<file path="config.mk">
export PLATFORM = sky130hd
export DESIGN_NAME = integer_factor_image_resizer
export DESIGN_NICKNAME = d
export VERILOG_FILES = /design/src/sv/ifr_pkg.sv /design/src/sv/ifr_cfg.sv /design/src/sv/ifr_pos.sv /design/src/sv/ifr_in.sv /design/src/sv/ifr_emit.sv /design/src/sv/integer_factor_image_resizer.sv
export SDC_FILE = /design/constraint.sdc
export NUM_CORES = 2
export LEC_CHECK = 0
export BUFFER_PORTS_ARGS = -buffer_cell sky130_fd_sc_hd__buf_2
export CORE_MARGIN = 2
export CORE_UTILIZATION = 60
export DETAILED_ROUTE_END_ITERATION = 8
export GPL_TIMING_DRIVEN = 0
export PLACE_DENSITY = 0.86
export SYNTH_ARGS = -nofsm -noshare
export SYNTH_HDL_FRONTEND = slang
export SYNTH_SLANG_ARGS = --single-unit
</file>
<file path="constraint.sdc">
create_clock -name clk -period 7.5 [get_ports clk]
set_clock_uncertainty 0.1 [all_clocks]
set_input_delay 2.25 -clock clk [delete_from_list [all_inputs] [get_ports clk]]
set_output_delay 2.25 -clock clk [all_outputs]
set_load 0.05 [all_outputs]
</file>
<file path="src/sv/ifr_pkg.sv">
// shared types, constants and helper functions of the integer factor image resizer
package ifr_pkg;

  localparam logic [12:0] MAX_DIM    = 13'd4096;
  localparam logic [3:0]  MAX_FACTOR = 4'd8;

  // reciprocal scaling for the floor divide by the factor
  localparam int RECIP_SHIFT = 19;
  localparam int RECIP_W     = 20;

  // register indexes
  localparam logic [1:0] REG_MODE   = 2'd0;
  localparam logic [1:0] REG_FACTOR = 2'd1;
  localparam logic [1:0] REG_WIDTH  = 2'd2;
  localparam logic [1:0] REG_HEIGHT = 2'd3;

  // resize modes
  localparam logic MODE_UP   = 1'b0;
  localparam logic MODE_DOWN = 1'b1;

  typedef struct packed {
    logic        mode;
    logic [3:0]  k;
    logic [12:0] w;
    logic [12:0] h;
    logic [15:0] ow;
    logic [18:0] kow;
    logic [12:0] w2;
    logic [12:0] h2;
  } cfg_t;

  typedef struct packed {
    logic [11:0] in_col;
    logic [11:0] in_row;
    logic [2:0]  col_phase;
    logic [2:0]  row_phase;
    logic [14:0] out_col;
    logic [14:0] out_row;
  } pos_t;

  typedef struct packed {
    logic        emit;
    logic        single;
    logic [29:0] idx;
    logic [7:0]  red;
    logic [7:0]  green;
    logic [7:0]  blue;
  } job_t;

  function automatic logic [3:0] clamp_factor(input logic [3:0] f);
    logic [3:0] r;
    r = f;
    if (f == 4'd0) r = 4'd1;
    else if (f > MAX_FACTOR) r = MAX_FACTOR;
    return r;
  endfunction

  function automatic logic [12:0] clamp_dim(input logic [12:0] d);
    logic [12:0] r;
    r = d;
    if (d == 13'd0) r = 13'd1;
    else if (d > MAX_DIM) r = MAX_DIM;
    return r;
  endfunction

  // ceil(2^RECIP_SHIFT / k), exact floor quotient for dims up to MAX_DIM
  function automatic logic [RECIP_W-1:0] recip(input logic [3:0] k);
    logic [RECIP_W-1:0] r;
    unique case (k)
      4'd1:    r = 20'd524288;
      4'd2:    r = 20'd262144;
      4'd3:    r = 20'd174763;
      4'd4:    r = 20'd131072;
      4'd5:    r = 20'd104858;
      4'd6:    r = 20'd87382;
      4'd7:    r = 20'd74899;
      default: r = 20'd65536;
    endcase
    return r;
  endfunction

endpackage

</file>
<file path="src/sv/ifr_cfg.sv">
// configuration registers and derived frame geometry
module ifr_cfg import ifr_pkg::*; (
  input  logic        clk,
  input  logic        rst,
  input  logic        cfg_valid,
  output logic        cfg_ready,
  input  logic [1:0]  cfg_index,
  input  logic [12:0] cfg_data,
  output cfg_t        cfg,
  output logic        hold
);

  logic        mode;
  logic [3:0]  scale_factor;
  logic [12:0] in_width;
  logic [12:0] in_height;

  logic [3:0]  k_eff;
  logic [12:0] w_eff;
  logic [12:0] h_eff;
  logic [7:0]  k_sq;
  logic [32:0] w_quot;
  logic [32:0] h_quot;

  assign cfg_ready = 1'b1;

  always_ff @(posedge clk) begin
    if (rst) begin
      mode         <= MODE_UP;
      scale_factor <= 4'd2;
      in_width     <= 13'd640;
      in_height    <= 13'd480;
    end else if (cfg_valid) begin
      unique case (cfg_index)
        REG_MODE:   mode         <= cfg_data[0];
        REG_FACTOR: scale_factor <= cfg_data[3:0];
        REG_WIDTH:  in_width     <= cfg_data;
        REG_HEIGHT: in_height    <= cfg_data;
      endcase
    end
  end

  // derived values are registered, so input is held off after a write
  always_ff @(posedge clk) begin
    if (rst) begin
      hold <= 1'b1;
    end else begin
      hold <= cfg_valid;
    end
  end

  always_comb begin
    k_eff  = clamp_factor(scale_factor);
    w_eff  = clamp_dim(in_width);
    h_eff  = clamp_dim(in_height);
    k_sq   = 8'(k_eff) * 8'(k_eff);
    w_quot = 33'(w_eff) * 33'(recip(k_eff));
    h_quot = 33'(h_eff) * 33'(recip(k_eff));
  end

  always_ff @(posedge clk) begin
    cfg.mode <= mode;
    cfg.k    <= k_eff;
    cfg.w    <= w_eff;
    cfg.h    <= h_eff;
    cfg.ow   <= 16'(w_eff) * 16'(k_eff);
    cfg.kow  <= 19'(w_eff) * 19'(k_sq);
    cfg.w2   <= w_quot[RECIP_SHIFT+12:RECIP_SHIFT];
    cfg.h2   <= h_quot[RECIP_SHIFT+12:RECIP_SHIFT];
  end

endmodule

</file>
<file path="src/sv/ifr_pos.sv">
// raster position tracker of the input frame
module ifr_pos import ifr_pkg::*; (
  input  logic clk,
  input  logic rst,
  input  logic adv,
  input  cfg_t cfg,
  output pos_t pos
);

  pos_t pos_next;

  always_comb begin
    pos_next = pos;
    if ((13'(pos.in_col) + 13'd1) >= cfg.w) begin
      pos_next.in_col    = '0;
      pos_next.col_phase = '0;
      pos_next.out_col   = '0;
      if ((13'(pos.in_row) + 13'd1) >= cfg.h) begin
        pos_next.in_row    = '0;
        pos_next.row_phase = '0;
        pos_next.out_row   = '0;
      end else begin
        pos_next.in_row = pos.in_row + 12'd1;
        if ((4'(pos.row_phase) + 4'd1) >= cfg.k) begin
          pos_next.row_phase = '0;
          pos_next.out_row   = pos.out_row + 15'd1;
        end else begin
          pos_next.row_phase = pos.row_phase + 3'd1;
        end
      end
    end else begin
      pos_next.in_col = pos.in_col + 12'd1;
      if ((4'(pos.col_phase) + 4'd1) >= cfg.k) begin
        pos_next.col_phase = '0;
        pos_next.out_col   = pos.out_col + 15'd1;
      end else begin
        pos_next.col_phase = pos.col_phase + 3'd1;
      end
    end
  end

  always_ff @(posedge clk) begin
    if (rst) begin
      pos <= '0;
    end else if (adv) begin
      pos <= pos_next;
    end
  end

endmodule

</file>
<file path="src/sv/ifr_in.sv">
// input register with output index computation
module ifr_in import ifr_pkg::*; (
  input  logic        clk,
  input  logic        rst,
  input  logic        load,
  input  logic        consume,
  input  logic [23:0] pix,
  input  pos_t        pos,
  input  cfg_t        cfg,
  output logic        job_valid,
  output job_t        job
);

  logic [7:0]  red;
  logic [7:0]  green;
  logic [7:0]  blue;
  pos_t        p;
  logic [31:0] up_base;
  logic [29:0] dn_idx;
  logic        keep;

  always_ff @(posedge clk) begin
    if (rst) begin
      job_valid <= 1'b0;
    end else if (load) begin
      job_valid <= 1'b1;
    end else if (consume) begin
      job_valid <= 1'b0;
    end
  end

  always_ff @(posedge clk) begin
    if (load) begin
      red   <= pix[7:0];
      green <= pix[15:8];
      blue  <= pix[23:16];
      p     <= pos;
    end
  end

  always_comb begin
    // top left corner of the replicated block
    up_base = 32'(p.in_row) * 32'(cfg.kow) + 32'(p.in_col) * 32'(cfg.k);
    dn_idx  = 30'(p.out_row) * 30'(cfg.w2) + 30'(p.out_col);
    keep    = (p.col_phase == 3'd0) && (p.row_phase == 3'd0) &&
              (13'(p.in_col) < cfg.w) && (13'(p.in_row) < cfg.h) &&
              (p.out_col < 15'(cfg.w2)) && (p.out_row < 15'(cfg.h2));
    job.emit   = (cfg.mode == MODE_UP) || keep;
    job.single = (cfg.mode == MODE_DOWN) || (cfg.k == 4'd1);
    job.idx    = (cfg.mode == MODE_UP) ? up_base[29:0] : dn_idx;
    job.red    = red;
    job.green  = green;
    job.blue   = blue;
  end

endmodule

</file>
<file path="src/sv/ifr_emit.sv">
// block sequencer and result register
module ifr_emit import ifr_pkg::*; (
  input  logic        clk,
  input  logic        rst,
  input  logic        job_valid,
  input  job_t        job,
  input  cfg_t        cfg,
  output logic        consume,
  output logic        m_tvalid,
  input  logic        m_tready,
  output logic [55:0] m_tdata,
  output logic        m_tlast
);

  logic [29:0] idx;
  logic [29:0] row_start;
  logic [7:0]  red;
  logic [7:0]  green;
  logic [7:0]  blue;
  logic        last;
  logic [2:0]  i;
  logic [2:0]  j;

  logic        out_free;
  logic        more;
  logic        load;
  logic        step;
  logic        j_end;
  logic [2:0]  i_next;
  logic [2:0]  j_next;
  logic [29:0] row_next;
  logic        last_next;

  always_comb begin
    out_free  = !m_tvalid || m_tready;
    more      = m_tvalid && !last;
    consume   = job_valid && (!job.emit || (out_free && !more));
    load      = consume && job.emit;
    step      = out_free && more;
    j_end     = (4'(j) + 4'd1) == cfg.k;
    i_next    = j_end ? i + 3'd1 : i;
    j_next    = j_end ? 3'd0 : j + 3'd1;
    row_next  = row_start + 30'(cfg.ow);
    last_next = ((4'(i_next) + 4'd1) == cfg.k) && ((4'(j_next) + 4'd1) == cfg.k);
  end

  always_ff @(posedge clk) begin
    if (rst) begin
      m_tvalid <= 1'b0;
    end else if (load) begin
      m_tvalid <= 1'b1;
    end else if (out_free && !more) begin
      m_tvalid <= 1'b0;
    end
  end

  always_ff @(posedge clk) begin
    if (load) begin
      idx       <= job.idx;
      row_start <= job.idx;
      red       <= job.red;
      green     <= job.green;
      blue      <= job.blue;
      last      <= job.single;
      i         <= 3'd0;
      j         <= 3'd0;
    end else if (step) begin
      i    <= i_next;
      j    <= j_next;
      last <= last_next;
      if (j_end) begin
        row_start <= row_next;
        idx       <= row_next;
      end else begin
        idx <= idx + 30'd1;
      end
    end
  end

  assign m_tdata = {2'b00, blue, green, red, idx};
  assign m_tlast = last;

endmodule

</file>
<file path="src/sv/integer_factor_image_resizer.sv">
// top level of the nearest neighbor integer factor image resizer
// a pixel is taken into the input register; its result words leave from the result register
// throughput: upscale gives one result word per cycle unless m_tready stalls, k*k words
//   per pixel from the block sequencer; downscale takes one pixel per cycle when not stalled
// a config write holds the input off while the derived geometry settles
// reset (rst, synchronous) restores default registers and returns the position to the origin
module integer_factor_image_resizer import ifr_pkg::*; (
  input  logic        clk,
  input  logic        rst,
  // pixel input words
  input  logic        s_tvalid,
  output logic        s_tready,
  input  logic [23:0] s_tdata,   // red_in, green_in, blue_in
  // result words
  output logic        m_tvalid,
  input  logic        m_tready,
  output logic [55:0] m_tdata,   // pixel_index, red_out, green_out, blue_out, zero pad
  output logic        m_tlast,   // run_last: final word of this pixel's results
  // register writes
  input  logic        cfg_valid,
  output logic        cfg_ready,
  input  logic [1:0]  cfg_index,
  input  logic [12:0] cfg_data
);

  cfg_t cfg;
  pos_t pos;
  job_t job;
  logic hold;
  logic job_valid;
  logic consume;
  logic load;

  // registers plus clamped factor, dims, output width and quotients
  ifr_cfg u_cfg (
    .clk       (clk),
    .rst       (rst),
    .cfg_valid (cfg_valid),
    .cfg_ready (cfg_ready),
    .cfg_index (cfg_index),
    .cfg_data  (cfg_data),
    .cfg       (cfg),
    .hold      (hold)
  );

  // the input register frees up when it is empty or its pixel moves on this cycle,
  // so a new pixel can come in while the last result word still waits
  assign s_tready = !hold && (!job_valid || consume);
  assign load     = s_tvalid && s_tready;

  // row, column, phase and output position of the next pixel
  ifr_pos u_pos (
    .clk (clk),
    .rst (rst),
    .adv (load),
    .cfg (cfg),
    .pos (pos)
  );

  // pixel with its position snapshot; computes the first output index and the
  // decimation keep decision
  ifr_in u_in (
    .clk       (clk),
    .rst       (rst),
    .load      (load),
    .consume   (consume),
    .pix       (s_tdata),
    .pos       (pos),
    .cfg       (cfg),
    .job_valid (job_valid),
    .job       (job)
  );

  // walks the k-by-k block a word per cycle unless stalled; dropped pixels emit no word
  ifr_emit u_emit (
    .clk       (clk),
    .rst       (rst),
    .job_valid (job_valid),
    .job       (job),
    .cfg       (cfg),
    .consume   (consume),
    .m_tvalid  (m_tvalid),
    .m_tready  (m_tready),
    .m_tdata   (m_tdata),
    .m_tlast   (m_tlast)
  );

endmodule

</file>
Yosys cells after proc, flatten, opt, wreduce, memory -nomap -nowiden:

Index checks and enable logic that the tools add are counted.

* register bits: 361
* bits of input ports: 44
* logic and storage cells: 167

* add/subtract/negate cells: 19
* multipliers: 8
* magnitude comparators: 11
* eq/ne operators: 14
* mux-type cells: 32
* bitwise operators: 1
* reductions and logical operators: 44

Operator list (number)
* $mux 30: 7
* $pmux 20 s7: 1
* $mul 13x20->32: 2
* $add 30x16->30: 2
* $mux 15: 4
* $mux 13: 4
* $add 15x1->15 const B: 2
* $add 30x1->30 const B: 1
* $lt 15x13->1: 2
* $mul 12x19->30: 1
* $add 28x15->29: 1
* $mul 15x13->28: 1
* $add 12x1->13 const B: 2
* $ge 13x13->1: 2
* $gt 13x13->1 const B: 2
* $logic_not 13->1: 2
* $lt 12x13->1: 2
* $add 12x1->12 const B: 2
* $mux 12: 2
* $add 3x1->4 const B: 5
* $mul 13x8->19: 1
* $mux 3: 6
* $eq 4x3->1 const B: 4
* $mul 12x4->16: 1
* other kinds (22): 70

Longest topological paths before layout:

* word-level depth: 14
* gate-level depth with buffers: 28
* mapped depth without buffers: 27

Hierarchy:

A second synthesis with hierarchy kept.

* cells, all modules: 5703
* area total of the unflattened synthesis: 51884.8 µm²

Modules (own cells, without submodules)
* ifr_cfg: times used 1, cells an instance 2438, area an instance 21812.2 µm²
* ifr_in: times used 1, cells an instance 2166, area an instance 20181.9 µm²
* ifr_emit: times used 1, cells an instance 554, area an instance 5619.1 µm²
* ifr_pos: times used 1, cells an instance 542, area an instance 4241.6 µm²
* integer_factor_image_resizer: times used 1, cells an instance 3, area an instance 30.0 µm²

Worst setup path before layout:

Ideal clock, no wire load.

* kind: reg2reg
* start: register u_cfg.scale_factor[3]
* end: register, netlist name u_cfg.cfg[24]
* arrival: 6860 ps
* data required time: 7277 ps
* slack: 416 ps
* cell stages (with the launch flop): 27
* buffers on the path: 3
* period minus slack after synthesis: 7084 ps
* cell sequence: dfxtp_1 -> clkbuf_1 -> nand2b_1 -> nor3b_1 -> or2_2 -> clkbuf_1 -> buf_1 -> nand2_1 -> fa_1 -> inv_1 -> fa_1 -> fa_1 -> fa_1 -> inv_1 -> fa_1 -> inv_1 -> ha_1 -> a21o_1 -> a221o_1 -> or2_2 -> nor4_1 -> o21ai_0 -> o2111a_1 -> a31o_2 -> o22ai_1 -> o21bai_1 -> xor2_1

* word-level cells in the longest chain between the ends: 6
* elaborated cells on any way between the ends: 13
* classes of those cells: 1 x mul; 1 x order compare; 7 x eq/ne; 3 x mux; 1 x reduce/logical

RTL lines
* start, declared: line ifr_cfg.sv:14 `logic [3:0] scale_factor;`
* start signal, assigned: line ifr_cfg.sv:36 `REG_FACTOR: scale_factor <= cfg_data[3:0];`
* $gt 4x4->1: line ifr_pkg.sv:54 `else if (f > MAX_FACTOR) r = MAX_FACTOR;`
* $mux 4: line ifr_pkg.sv:54
* $mux 4 (*): line ifr_pkg.sv:53 `if (f == 4'd0) r = 4'd1;`
* $eq 4x3->1 (tied with other cells): line ifr_pkg.sv:69 `unique case (k)`
* $pmux 20 s7 (*): line ifr_pkg.sv:69
* $mul 13x20->32 (*): line ifr_cfg.sv:57 `w_quot = 33'(w_eff) * 33'(recip(k_eff));`
* named net u_cfg.w_quot[30]: line ifr_cfg.sv:22 `logic [32:0] w_quot;`

The timed path passes the listed nets; every way through them passes the cells marked *.
A chain may end at the register's enable or synchronous reset.

Final worst setup path:

* start: register u_cfg.scale_factor[0]
* end: register, netlist name u_cfg.cfg[22]

* word-level cells in the longest chain between the ends: 6
* elaborated cells on any way between the ends: 13
* classes of those cells: 1 x mul; 1 x order compare; 7 x eq/ne; 3 x mux; 1 x reduce/logical

RTL lines (line)
* $gt 4x4->1: ifr_pkg.sv:54
* $mux 4: ifr_pkg.sv:54
* $mux 4 (*): ifr_pkg.sv:53
* $eq 4x3->1 (tied with other cells): ifr_pkg.sv:69
* $pmux 20 s7 (*): ifr_pkg.sv:69
* $mul 13x20->32 (*): ifr_cfg.sv:57
* named net u_cfg.w_quot[28]: ifr_cfg.sv:22

Marks and branches as above.

==> impl_metrics.py <==
metrics = {
    "worst_setup_path": {
        "cp_num_cells": 27,
        "arrival_ps": 7720,
        "crit_path_end_kind": "flop",
        "timing.rr.start": "u_cfg.scale_factor[0]$_SDFFE_PP0P_",
        "crit_path_end": "u_cfg.cfg[22]$_DFF_P_",
        "cp_top_family": "adder cells",
        "path_buf_inv": 9,
        "r2r_cells": 27,
        "cp_slowest_cell": "fa_1",
        "rrSetupSlack_ps": 80,
        "critPathMaxStageDelay_ps": 560,
        "start_kind": "flop",
        "cp_max_fo": 10,
        "timing.rr.end": "u_cfg.cfg[22]$_DFF_P_",
        "path_common_cell": "fa_1",
        "cp_data_required_time_ps": 7800,
        "crit_path_start": "u_cfg.scale_factor[0]$_SDFFE_PP0P_",
        "criticalPathCategory": "flop to flop",
    },
    "cells_and_area": {
        "drive_above_1_share_pct": 7.666,
        "final_area_um2": 55540,
        "n_fill_cell": 6713,
        "nNetsFinal": 7171,
        "area_growth_pct": 8.631,
    },
    "grt": {
        "grtUsageMet3_pct": 7.622,
        "grt_overflow": 0,
        "grt_max_degree": 49,
        "grtUsageMet2_pct": 57.03,
        "met1_usage_pct": 43.80,
        "grt_pass1_vias": 42420,
        "grt_first_pass_wirelength_um": 234100,
        "antenna_found_initial": 2,
        "grt.busiest_layer": "met2",
        "grt_usage_pct": 35.12,
    },
    "timing": {
        "drv_slew": 0,
        "worstMarginPinSlew_ps": 1163,
        "post-route-period-util_pct": 98.94,
        "finalSetupViolations": 0,
        "max_freq_ghz": 0.1348,
        "post-route-min-period_ps": 7421,
        "rsz0062_at_grt": "true",
        "fin_ws_ps": 79.25,
        "slew_headroom_pct": 21.86,
        "hold_viol_final": 0,
    },
    "synth": {
        "yosysWarnings": 0,
        "synth_seq_cells": 360,
        "ys_seq_area_share_pct": 17.40,
        "synth_top_area_cell": "fa_1",
        "ys_top_cells_by_area": "fa_1 33%, ha_1 13%, edfxtp_1 9.9%, inv_1 8.5%, dfxtp_1 7.5%",
        "avgSynthCellArea_um2": 9.132,
        "synth_ff_type": "dfxtp_1",
        "synth.distinct_cells": 92,
        "syn_inst": 5599,
        "yosysTopAreaCellShare_pct": 32.85,
        "synth_area_um2": 51130,
        "synth_edf_count": 169,
        "async_reset_ff_share_pct": 0,
    },
    "cts": {
        "cts_buffer_depth": 3,
        "cts_tree": "built",
        "htreeDepth": 2,
        "cts_inserted_buffers": 41,
        "clk_pin_slew_ps": 60,
        "clock_latency_ps": 610,
        "cts_sinks": 360,
        "cts_root_buffer": "clkbuf_16",
    },
    "floorplan": {
        "die-area_um2": 87570,
        "initial_core_util_pct": 60.33,
        "die_x_um": 295.9,
        "num_rows": 107,
        "io_pins": 104,
        "core_area_um2": 84750,
        "die_height_um": 295.9,
    },
    "place": {
        "hpwl_um": 122700,
        "io_buffers": 99,
        "place_congestion": 1.025,
        "post_dp_cell_area_um2": 53140,
        "place_ws_ps": -2543,
    },
    "drt": {
        "drt-total-wl_um": 150300,
        "post_drt_wl_per_cell_um": 21.61,
        "vias_per_cell": 5.833,
        "vias": 40550,
        "drc": 0,
        "firstDrtPassIters": 7,
        "drt_iter0_drc": 3802,
        "postRouteAntennaNets": 0,
    },
    "hold_path": {
        "hold_path_class": "flop to flop",
    },
    "job": {
        "maxCapViolations": 0,
    },
    "outcome": {
        "status": "finished, final reports clean",
    },
    "power_and_ir_drop": {
        "cellPowerDensity_nw_per_um2": 375.2,
        "p_leak_nw": 28.24,
        "ir_worst_vdd_mv": 0.8423,
    },
}
## area by class of cell
type                       count  area [um2]  area share (%)
multi-input combinational   3877       37470           67.47
sequential                   360        8917           16.05
inverter                    1176        4448           8.008
tap                         1144        1431           2.577
clock buffer                  50        1110           1.998
buffer                       187        1023           1.843
timing repair buffer         131       775.7           1.397
clock inverter                24       355.3          0.6398
antenna                        3       7.507         0.01352
## metal layers
| layer | routed length [um] | up-vias |
|---|---|---|
| met2 | 68890 | 2308 |
| met4 | 10100 | 2 |
| met5 | 20 | - |
| met1 | 55400 | 19830 |
| li1 | - | 17820 |
| met3 | 15860 | 586 |
## power by group
part           internal [mW]  switching [mW]
logic                   5.96            10.4
clock network           1.31           0.893
registers               2.21           0.118
## worst register-to-register path: stages (launching register included)
cell,delay (ps)
dfxtp_1,340
buf_4,190
nand3b_4,200
clkinvlp_4,300
buf_2,340
nor2_1,500
nor2_1,140
fa_1,440
inv_1,70
fa_1,440
fa_1,560
inv_1,50
fa_1,480
inv_1,50
fa_1,480
inv_1,40
ha_1,280
and3_1,180
nor2b_1,150
and4bb_2,290
nor4_4,300
buf_4,210
o21ai_0,90
o2111a_2,200
buf_4,150
nand3_1,100
nor2_1,60
a211oi_1,520
## placed cells by master, fill, tap and decap left out, types with 16 or more instances in the layout
| cell type | Yosys | layout |
|---|---|---|
| o21bai_1 | 24 | 24 |
| edfxtp_1 | 169 | 169 |
| o21a_1 | 17 | 17 |
| and3_1 | 69 | 69 |
| buf_4 | 5 | 41 |
| nand4_1 | 20 | 20 |
| buf_2 | 10 | 121 |
| xnor2_1 | 120 | 117 |
| and2_1 | 194 | 193 |
| a21o_1 | 77 | 77 |
| conb_1 | 2 | 16 |
| nand2_1 | 752 | 743 |
| clkbuf_16 | 0 | 41 |
| nor2_1 | 307 | 289 |
| o211ai_1 | 35 | 35 |
| clkbuf_4 | 0 | 27 |
| clkbuf_1 | 164 | 93 |
| nor3_1 | 42 | 38 |
| a211oi_1 | 24 | 23 |
| a21oi_1 | 190 | 188 |
| nand2b_1 | 46 | 33 |
| nor2b_1 | 28 | 28 |
| fa_1 | 839 | 837 |
| or3_1 | 34 | 33 |
| mux2i_1 | 29 | 29 |
| inv_1 | 1164 | 1156 |
| nand3_1 | 84 | 82 |
| o21ai_0 | 130 | 127 |
| dfxtp_1 | 191 | 178 |
| clkbuf_2 | 0 | 24 |
| ha_1 | 514 | 513 |
| xor2_1 | 92 | 91 |
## registers in the layout (all words and copies together) (netlist names)
name / count
u_cfg.cfg: 91
u_cfg.hold: 1
u_cfg.in_height: 13
u_cfg.in_width: 13
u_cfg.mode: 1
u_cfg.scale_factor: 4
u_emit.blue: 8
u_emit.green: 8
u_emit.i: 3
u_emit.idx: 30
u_emit.j: 3
u_emit.m_tlast: 1
u_emit.m_tvalid: 1
u_emit.red: 8
u_emit.row_start: 30
u_in.blue: 8
u_in.green: 8
u_in.job_valid: 1
u_in.p: 60
u_in.red: 8
u_pos.pos: 60
## cells in the mapped netlist (10+ instances only)
cell	count
and2_1	194
or3_1	34
o21bai_1	24
nand2_1	752
a21o_1	77
clkbuf_1	164
dfxtp_1	191
and3_1	69
a21oi_1	190
nand3b_1	11
a211oi_1	24
edfxtp_1	169
ha_1	514
fa_1	839
buf_2	10
nor2b_1	28
o21ai_0	130
nor3_1	42
xnor2_1	120
nand2b_1	46
nor4_1	14
buf_1	14
inv_1	1164
o211ai_1	35
o21a_1	17
xor2_1	92
or4_1	14
nand4_1	20
nand3_1	84
a31oi_1	14
nor2_1	307
mux2i_1	29
clkinv_1	10
or2_2	15
## worst min-delay path by stage
| stage | to | slack (ps) | startpoint | cells past startpoint |
|---|---|---|---|---|
| floorplan | u_cfg.cfg[91]$_DFF_P_ | 230 | u_cfg.mode$_SDFFE_PP0P_ | 0 |
| global placement | u_cfg.cfg[91]$_DFF_P_ | 300 | u_cfg.mode$_SDFFE_PP0P_ | 0 |
| detailed placement | u_emit.red[0]$_DFFE_PP_ | 300 | u_in.red[0]$_DFFE_PP_ | 0 |
| CTS | u_emit.red[0]$_DFFE_PP_ | 320 | u_in.red[0]$_DFFE_PP_ | 0 |
| global route | u_emit.red[7]$_DFFE_PP_ | 320 | u_in.red[7]$_DFFE_PP_ | 0 |
| finish | u_emit.red[0]$_DFFE_PP_ | 320 | u_in.red[0]$_DFFE_PP_ | 0 |
## cells by family after synthesis
family | synth area share [%]
AND/OR/NAND/NOR | 15.02
buffers and inverters | 10.28
adder cells (fa/ha/maj) | 45.45
AO/OA/AOI/OAI | 7.569
flip-flops | 17.40
XOR/XNOR | 3.631
multiplexers | 0.6338
other | 0.01469
## stage by stage
step                      util (%)  hold slack [ps]  setup TNS [ps]  std cells  power, mW
after floorplan                  -            230.1               0       5613      12.64
after global placement       62.67            298.9          -43070       6856      16.77
after detailed placement     62.71            304.5          -44660       6857      17.29
after CTS                    64.91            318.2               0       6923      19.90
after global routing         65.53            320.2          -221.7       6949      22.33
final                        65.54            316.9               0       6952      20.84
## timing repair
item | CTS | global route
buffers inserted | 5 | 25
pin swaps | 3 | 12
resized for setup | 151 | 152
hold buffers | 0 | 0
setup endpoints to repair | 53 | 36
No activity file was read; power rests on OpenSTA's default activity.
